[src/hdl/mmh64a_pkg.sv]
// shared constants and helpers for the murmurhash64a stream block
package mmh64a_pkg;

  localparam logic [63:0] MIX_M = 64'hc6a4a7935bd1e995;
  localparam int unsigned MIX_R = 47;

  localparam logic [31:0] MIX_M_LO = MIX_M[31:0];
  localparam logic [31:0] MIX_M_HI = MIX_M[63:32];

  // keep the low n bytes of a word, n in 0..7
  function automatic logic [63:0] tail_bytes(input logic [63:0] word, input logic [2:0] n);
    logic [63:0] mask;
    begin
      mask = '0;
      for (int b = 0; b < 8; b++) begin
        if (3'(b) < n) begin
          mask[b*8 +: 8] = 8'hff;
        end
      end
      return word & mask;
    end
  endfunction

  // x ^ (x >> r)
  function automatic logic [63:0] xor_shift(input logic [63:0] x);
    return x ^ (x >> MIX_R);
  endfunction

endpackage

[src/hdl/murmur_hash_64a_stream.sv]
// murmurhash64a over a stream of little-endian 64-bit words
//
// sequence: a request is accepted in idle, then dispatched to the full, tail or empty
// path; a full word needs 3 multiplies, a tail word 1, an empty word 0; a first
// request adds the length multiply first, a last request adds the finalizer multiply.
// a new request is taken only in idle; every multiply uses the single shared
// 32x32 multiplier that builds each 64-bit product from three partial products;
// a finished hash also holds the finalizer until the output register is free.
// reset (rst, synchronous): seed, running hash and message state clear, output empty.
module murmur_hash_64a_stream (
  input  logic        clk,
  input  logic        rst,
  // seed register
  input  logic        cfg_write,
  input  logic [31:0] cfg_data,
  // request channel
  input  logic        in_valid,
  output logic        in_ready,
  input  logic        first,
  input  logic        last,
  input  logic [30:0] message_length,
  input  logic [63:0] data_word,
  input  logic [3:0]  valid_bytes,
  // result channel
  output logic        out_valid,
  input  logic        out_ready,
  output logic [63:0] hash_value
);

  // sequencer states
  localparam logic [2:0] ST_IDLE = 3'd0;  // waiting for a request
  localparam logic [2:0] ST_LEN  = 3'd1;  // length * m for a new message
  localparam logic [2:0] ST_DISP = 3'd2;  // pick full, tail or empty path
  localparam logic [2:0] ST_K1   = 3'd3;  // k = word * m
  localparam logic [2:0] ST_K2   = 3'd4;  // k = (k ^ k >> r) * m
  localparam logic [2:0] ST_HM   = 3'd5;  // h = h * m
  localparam logic [2:0] ST_FIN  = 3'd6;  // finalizer multiply

  localparam logic [1:0] STEP_LAST = 2'd2;

  logic [2:0]  state;
  logic [1:0]  step;       // partial product index of the current multiply
  logic [31:0] seed;
  logic [63:0] running_hash;
  logic        in_message;
  logic [63:0] opa;        // multiplicand of the shared unit
  logic [63:0] acc;        // partial product accumulator
  logic [63:0] word;       // captured request payload
  logic [3:0]  nbytes;
  logic        last_q;

  logic        mul_state;
  logic        mul_done;
  logic        out_free;
  logic [31:0] mul_a;
  logic [31:0] mul_b;
  logic [63:0] mul_p;
  logic [63:0] mul_term;
  logic [63:0] acc_next;

  assign in_ready = (state == ST_IDLE);
  assign out_free = !out_valid || out_ready;

  assign mul_state = (state == ST_LEN) || (state == ST_K1) || (state == ST_K2) ||
                     (state == ST_HM) || (state == ST_FIN);

  // low 64 bits of opa * m = lo*lo + ((hi*lo + lo*hi) << 32)
  always_comb begin
    unique case (step)
      2'd0:    begin mul_a = opa[31:0];  mul_b = mmh64a_pkg::MIX_M_LO; end
      2'd1:    begin mul_a = opa[63:32]; mul_b = mmh64a_pkg::MIX_M_LO; end
      default: begin mul_a = opa[31:0];  mul_b = mmh64a_pkg::MIX_M_HI; end
    endcase
    mul_p    = {32'b0, mul_a} * {32'b0, mul_b};
    mul_term = (step == 2'd0) ? mul_p : {mul_p[31:0], 32'b0};
    acc_next = ((step == 2'd0) ? 64'b0 : acc) + mul_term;
  end

  // the finalizer result waits here until the output register is free
  assign mul_done = mul_state && (step == STEP_LAST) && ((state != ST_FIN) || out_free);

  always_ff @(posedge clk) begin
    if (rst) begin
      seed <= '0;
    end else if (cfg_write) begin
      seed <= cfg_data;
    end
  end

  // payload registers
  always_ff @(posedge clk) begin
    if (in_valid && in_ready) begin
      word   <= data_word;
      nbytes <= valid_bytes[3] ? 4'd8 : valid_bytes;
      last_q <= last;
    end
    // the last partial product is used straight from acc_next, so a stall holds acc
    if (mul_state && (step != STEP_LAST)) begin
      acc <= acc_next;
    end
  end

  always_ff @(posedge clk) begin
    if (rst) begin
      state        <= ST_IDLE;
      step         <= '0;
      running_hash <= '0;
      in_message   <= 1'b0;
      out_valid    <= 1'b0;
      opa          <= '0;
      hash_value   <= '0;
    end else begin
      if (out_valid && out_ready && !((state == ST_FIN) && mul_done)) begin
        out_valid <= 1'b0;
      end

      if (mul_state && !mul_done && !(step == STEP_LAST)) begin
        step <= step + 2'd1;
      end else if (mul_done) begin
        step <= '0;
      end

      unique case (state)
        ST_IDLE: begin
          if (in_valid) begin
            if (first) begin
              opa   <= {33'b0, message_length};
              state <= ST_LEN;
            end else if (in_message) begin
              state <= ST_DISP;
            end
            // a request outside a message is dropped
          end
        end
        ST_LEN: begin
          if (mul_done) begin
            running_hash <= {32'b0, seed} ^ acc_next;
            state        <= ST_DISP;
          end
        end
        ST_DISP: begin
          if (nbytes[3]) begin
            opa   <= word;
            state <= ST_K1;
          end else if (nbytes != 4'd0) begin
            opa   <= running_hash ^ mmh64a_pkg::tail_bytes(word, nbytes[2:0]);
            state <= ST_HM;
          end else if (last_q) begin
            opa        <= mmh64a_pkg::xor_shift(running_hash);
            in_message <= 1'b0;
            state      <= ST_FIN;
          end else begin
            in_message <= 1'b1;
            state      <= ST_IDLE;
          end
        end
        ST_K1: begin
          if (mul_done) begin
            opa   <= mmh64a_pkg::xor_shift(acc_next);
            state <= ST_K2;
          end
        end
        ST_K2: begin
          if (mul_done) begin
            opa   <= running_hash ^ acc_next;
            state <= ST_HM;
          end
        end
        ST_HM: begin
          if (mul_done) begin
            running_hash <= acc_next;
            if (last_q) begin
              opa        <= mmh64a_pkg::xor_shift(acc_next);
              in_message <= 1'b0;
              state      <= ST_FIN;
            end else begin
              in_message <= 1'b1;
              state      <= ST_IDLE;
            end
          end
        end
        ST_FIN: begin
          if (mul_done) begin
            hash_value <= mmh64a_pkg::xor_shift(acc_next);
            out_valid  <= 1'b1;
            state      <= ST_IDLE;
          end
        end
        default: begin
          state <= ST_IDLE;
        end
      endcase
    end
  end

  // the multiply step counter is parked whenever the sequencer is idle
  a_idle_step: assert property (@(posedge clk) disable iff (rst)
    (state == ST_IDLE) |-> (step == 2'd0))
    else $error("step counter not parked in idle");

  // a request outside an open message leaves the block idle
  a_drop_stray: assert property (@(posedge clk) disable iff (rst)
    (in_valid && in_ready && !first && !in_message) |=> (state == ST_IDLE))
    else $error("stray request was processed");

  // a request that opens a message starts with the length multiply
  a_first_len: assert property (@(posedge clk) disable iff (rst)
    (in_valid && in_ready && first) |=> (state == ST_LEN))
    else $error("first request did not start length multiply");

  // a result only appears from a completed finalizer
  a_out_from_fin: assert property (@(posedge clk) disable iff (rst)
    $rose(out_valid) |-> ($past(state) == ST_FIN))
    else $error("result produced outside finalizer");

endmodule
[config.mk]
export PLATFORM = sky130hd
export DESIGN_NAME = murmur_hash_64a_stream
export DESIGN_NICKNAME = d
export VERILOG_FILES = /design/src/hdl/mmh64a_pkg.sv /design/src/hdl/murmur_hash_64a_stream.sv
export SDC_FILE = /design/constraint.sdc
export NUM_CORES = 2
export LEC_CHECK = 0
export BUFFER_PORTS_ARGS = -buffer_cell sky130_fd_sc_hd__buf_2
export CAP_MARGIN = 20
export CORE_UTILIZATION = 47
export DETAILED_ROUTE_END_ITERATION = 10
export PLACE_DENSITY_LB_ADDON = 0.05
export SLEW_MARGIN = 20
export SYNTH_ARGS = -nofsm -noshare
export SYNTH_HDL_FRONTEND = slang
export SYNTH_SLANG_ARGS = --single-unit
[constraint.sdc]
create_clock -name clk -period 19.89 [get_ports clk]
set_input_delay 0.9945 -clock clk [delete_from_list [all_inputs] [get_ports clk]]
set_output_delay 0.9945 -clock clk [all_outputs]
set_load 0.005 [all_outputs]
[Word level (Yosys, flattened, before mapping)]
Cells that the tools add are included.
Cells by class
  $add $sub $neg: 2
  multiply operators: 1
  divide/modulo/power cells: 0
  magnitude comparators: 8
  equal/unequal tests: 22
  shifts and indexed selects: 0
  muxes and demuxes: 80
  bitwise operators: 6
  reduce and logical (&&, ||, !) cells: 32
Operators with widths (number)
  64-bit two-way mux: 13
  8-bit two-way mux: 40
  64-bit case mux with 5 select lines: 1
  64-bit case mux with 2 select lines: 1
  64-bit by 17-bit bitwise XOR with 64-bit output: 2
  64-bit bitwise XOR: 2
  64-bit adder: 1
  64-bit bitwise AND: 1
  32-bit by 32-bit multiplier with 64-bit output: 1
  32-bit two-way mux: 2
  32-bit by 64-bit bitwise XOR with 64-bit output: 1
  3-bit two-way mux: 11
  2-bit != test (second input constant): 11
  3-bit case mux with 7 select lines: 1
  3-bit < comparator (first input constant): 4
  3-bit == test (second input constant): 3
  1-bit logical AND: 9
  8-bit AND reduction: 1
  1-bit two-way mux: 7
  7-bit AND reduction: 1
  3-bit by 2-bit == test with 1-bit output (second input constant): 2
  1-bit logical OR: 6
  1-bit by 3-bit < comparator with 1-bit output (first input constant): 2
  2-bit by 3-bit < comparator with 1-bit output (first input constant): 2
  20 further kinds: 26
Storage, ports and cells
  flip-flop bits (word level): 364
  latch bits: 0
  memory bits (writable): 0
  memory bits (read-only): 0
  input port bits: 138
  output and inout bits: 66
  word-level logic and storage cells: 164
  memories: 0

[Depth between registers and ports, before layout]
  depth in word-level cells: 13
  mapped depth: 49
  mapped depth without buffers: 45

[Worst setup path before layout]
Ideal clock, no wire load.
  kind: flip-flop to flip-flop
  start: reg step[1]
  end: reg opa[63]
  library setup time: 0.117 ns
  arrival: 11.470 ns
  required time: 19.773 ns
  path slack: 8.303 ns
  cell stages (with the launch flop): 47
  path buffers: 4
  clock period less this slack: 11.587 ns
  cells stage by stage: dfxtp_1 -> inv_1 -> ha_1 -> clkbuf_1 -> buf_1 -> clkbuf_1 -> mux2i_1 -> inv_1 -> nand2_1 -> inv_1 -> ha_1 -> inv_1 -> fa_1 -> inv_1 -> fa_1 -> inv_1 -> fa_1 -> inv_1 -> [11 not listed] -> o31a_1 -> o41a_1 -> o21ai_0 -> a21oi_1 -> xnor2_1 -> mux2_2 -> ha_1 -> a21o_1 -> a21oi_1 -> o21ai_0 -> a41o_1 -> a41oi_1 -> a21oi_1 -> o31ai_1 -> a21boi_1 -> a311o_1 -> a221o_1 -> a32o_1
Between the ends
  longest elaborated chain between the ends: 10
  elaborated cells between the ends (all ways): 23
  those cells by class: add/sub (1); mul (1); eq/ne (5); mux (9); bitwise (2); reduce/logical (5)
Ends and longest elaborated chain
  start: declaration: line murmur_hash_64a_stream.sv:42  | logic [1:0] step;
  start signal: assignment: line murmur_hash_64a_stream.sv:118  | step <= step + 2'd1;
  2-bit by 1-bit == test with 1-bit output / 2-bit logical NOT (equally long branches): line murmur_hash_64a_stream.sv:69, murmur_hash_64a_stream.sv:75, murmur_hash_64a_stream.sv:76
  2-bit OR reduction (no line)
  32-bit two-way mux: line murmur_hash_64a_stream.sv:69  | unique case (step)
  32-bit by 32-bit multiplier with 64-bit output: line murmur_hash_64a_stream.sv:74  | mul_p = {32'b0, mul_a} * {32'b0, mul_b};
  64-bit two-way mux: line murmur_hash_64a_stream.sv:75  | mul_term = (step == 2'd0) ? mul_p : {mul_p[31:0], 32'b0};
  64-bit adder: line murmur_hash_64a_stream.sv:76  | acc_next = ((step == 2'd0) ? 64'b0 : acc) + mul_term;
  64-bit by 17-bit bitwise XOR with 64-bit output: line mmh64a_pkg.sv:26  | return x ^ (x >> MIX_R);
  64-bit two-way mux: line murmur_hash_64a_stream.sv:172  | if (last_q) begin
  64-bit two-way mux: line murmur_hash_64a_stream.sv:170  | if (mul_done) begin
  64-bit case mux with 5 select lines: line murmur_hash_64a_stream.sv:123  | unique case (state)
  end signal: assignment: line murmur_hash_64a_stream.sv:127  | opa <= {33'b0, message_length};
  end signal: assignment: line murmur_hash_64a_stream.sv:165  | opa <= running_hash ^ acc_next;
  end signal: assignment: line murmur_hash_64a_stream.sv:173  | opa <= mmh64a_pkg::xor_shift(acc_next);
  end: declaration: line murmur_hash_64a_stream.sv:46  | logic [63:0] opa;
Parallel ways exist; a longest one is shown, timed or not. The select of a mux whose other input is x is not followed.
A chain may end at the register's enable or synchronous reset.

[Worst setup path in the final report]
  start: reg step[1]
  end: reg opa[8]
Between the ends
  longest elaborated chain between the ends: 10
  elaborated cells between the ends (all ways): 23
  those cells by class: add/sub (1); mul (1); eq/ne (5); mux (9); bitwise (2); reduce/logical (5)
Ends and longest elaborated chain
  2-bit by 1-bit == test with 1-bit output / 2-bit logical NOT (equally long branches): line murmur_hash_64a_stream.sv:69, murmur_hash_64a_stream.sv:75, murmur_hash_64a_stream.sv:76
  2-bit OR reduction (no line)
  32-bit two-way mux: line murmur_hash_64a_stream.sv:69
  32-bit by 32-bit multiplier with 64-bit output: line murmur_hash_64a_stream.sv:74
  64-bit two-way mux: line murmur_hash_64a_stream.sv:75
  64-bit adder (*): line murmur_hash_64a_stream.sv:76
  net acc_next[55]: line murmur_hash_64a_stream.sv:59  | logic [63:0] acc_next;
  64-bit by 17-bit bitwise XOR with 64-bit output (*): line mmh64a_pkg.sv:26
  64-bit two-way mux: line murmur_hash_64a_stream.sv:172
  64-bit two-way mux: line murmur_hash_64a_stream.sv:170
  64-bit case mux with 5 select lines (*): line murmur_hash_64a_stream.sv:123
The timed path passes the listed nets; every way through them passes the cells marked *. The select of a mux whose other input is x is not followed.

==> metrics.txt <==
GPL Wtd Cong=1.02; Total GRT Usage=37.2%; vias in the first global route=37,201; WL per Instance=28.2 um; Post-CTS Setup Bufs=0; H-Tree Depth=2; r2r setup slk=6.48 ns; I/O pins=204; CTS root buffer=clkbuf_16; die footprint=97,300 um2; clk buf depth=3; status=complete, no violations; Worst path slowest cell=xor2_1; Hold Startpoint=hash_value[37]; Final setup viols=0; Skew-Pair Late Insertion Delay=0.58 ns; mean post-synth cell area=9.06 um2; DR vias/cell=5.77; clk sink count=364; number of port buffers=203; Netlist cell types=96; kind of critical path=flip-flop to flip-flop; Worst Clk Skew=0.0325 ns; Place WS=6.69 ns; Routed WL=180 mm; reg2reg start=step[1]; fin crit period=13.41 ns; ys flop type=dfxtp_1; worst relative slew slack=21.0%; Core Area=95,200 um2; drt first-iter violations=3,572; FMAX=74.5 MHz; EDFF count, synth=133; register area share after synthesis=19.1%; CP max FO=22; Worst Reg2Reg Path Length in Cells=41; RSZ-0062 raised after global routing=no; drt drc=0; Synth top area share=27.5%; Yosys top cell by area=fa_1; Post-CTS Resized=0; Req. time, crit path=20.39 ns; Final Hold Fails=0; most common cell after layout, fill and taps aside=inv_1; synthesized area=45,200 um2; asr flop ratio synth=0%; final net count=6,304; max cap viols=0; HP Class=flip-flop to flip-flop; die height=312 um; clock buffer count from CTS=38; grt ovf=0; row cnt=113; Pins Over Slew Limit=0; post-route setup slack=6.48 ns; cts hold-fix bufs=0; post-DP HPWL=149 mm; dominant cells by area after synthesis=fa_1 28%, ha_1 12%, dfxtp_1 10%; hold path cells=2; share of layout cells above drive strength 1=8.94%; Period Utilization, post-route=67.4%; slowest cell delay on critical path=0.72 ns; Area Overhead vs Synth=8.53%; initial antenna violation count=12; Tightest Pin Transition=1.18 ns; CP endpoint kind=flip-flop; startpoint types=flip-flop; Setup TNS=0 ns; Ys Warns=0; clock transition at the registers of the reported paths=0.07 ns; R2R Path End=opa[8]; DRT Pass-1 Iters=6; ANT nets after route=0; critical path arrival=13.92 ns; Yosys reg bits=364; commonest non-fill, non-tap cells in the layout=865 x inv_1, 621 x fa_1, 514 x nand2_1; Initial Util=47.5%; die width=312 um; first-pass GRT wire length=261 mm; Cells after Synth=4,984; largest net degree at the start of global routing=79; CTS tree=yes; total vias in the final route=36,898; Min-Delay Endpoint=hash_value[37]
[worst max path at each step]
stage	end	cells past startpoint	startpoint
2_1_floorplan	opa[63]	46	step[1]
3_3_place_gp	opa[63]	43	step[1]
3_5_place_dp	opa[63]	42	step[1]
4_1_cts	opa[63]	40	step[1]
5_1_grt	opa[63]	42	step[1]
6_report	opa[8]	41	step[1]
[layout make-up]
class                           count  area, um2
Inverter                          868       3260
Multi-Input combinational cell   3539      32600
Clock inverter                     18        205
Antenna cell                        1       2.50
Tap cell                         1265       1580
Fill cell                        9176      46100
Timing Repair Buffer              284       1640
Clock buffer                       51       1140
Sequential cell                   364       8620
[layer usage]
| layer | track usage (%) | wire length (um) |
|---|---|---|
| met5 | 0 | 13 |
| met2 | 59.7 | 82600 |
| met1 | 48.6 | 72500 |
| met3 | 4.52 | 12300 |
| met4 | 21.4 | 12800 |
[Yosys cell counts, drive strengths merged (71+ instances only)]
master,instances
a21oi,322
xnor2,133
nor2b,85
dfxtp,231
nor2,268
ha,450
fa,621
inv,868
edfxtp,133
nand3,71
o21ai,265
clkbuf,200
nand2,514
[through the flow]
stage          cell area (um2)  std cells  hold WS [ns]  util, %
2_1_floorplan            45200       4989         0.420        -
3_3_place_gp             47600       6318         0.441     50.1
3_5_place_dp             47600       6319         0.443     50.1
4_1_cts                  49000       6388         0.452     51.5
5_1_grt                  49000       6390         0.477     51.5
6_report                 49000       6390         0.449     51.5
[cells by family (layout without fill, tap and decap cells)]
| family | Yosys count | after routing | synth area share, % |
|---|---|---|---|
| muxes | 92 | 92 | 2.14 |
| AOI/OAI and AO/OA | 1006 | 1006 | 14.2 |
| DFF | 364 | 364 | 19.1 |
| adders and majority gates | 1071 | 1071 | 40.0 |
| xor gates and xnor gates | 196 | 196 | 3.90 |
| other | 2 | 8 | 0.0166 |
| buffers and inverters | 1086 | 1221 | 9.07 |
| and+or+nand+nor | 1167 | 1167 | 11.6 |
[state kept, by name, summed over array words and instances, names as in the netlist]
signal        count
in_message        1
seed             32
out_valid         1
state             3
opa              64
acc              64
step              2
nbytes            4
hash_value       64
running_hash     64
word             64
last_q            1
[worst max-delay path: cells and delay by family (launching register included)]
kind	cells	cell delay, ns
AOI/OAI and AO/OA	13	3.46
xor gates and xnor gates	2	0.91
adders and majority gates	11	5.01
buffers and inverters	8	1.79
DFF	1	0.31
muxes	2	0.58
and+or+nand+nor	5	1.28
Power is left out: the tool's default activity adds up to more than one toggle a clock period on the data nets, which glitch-free logic cannot reach.
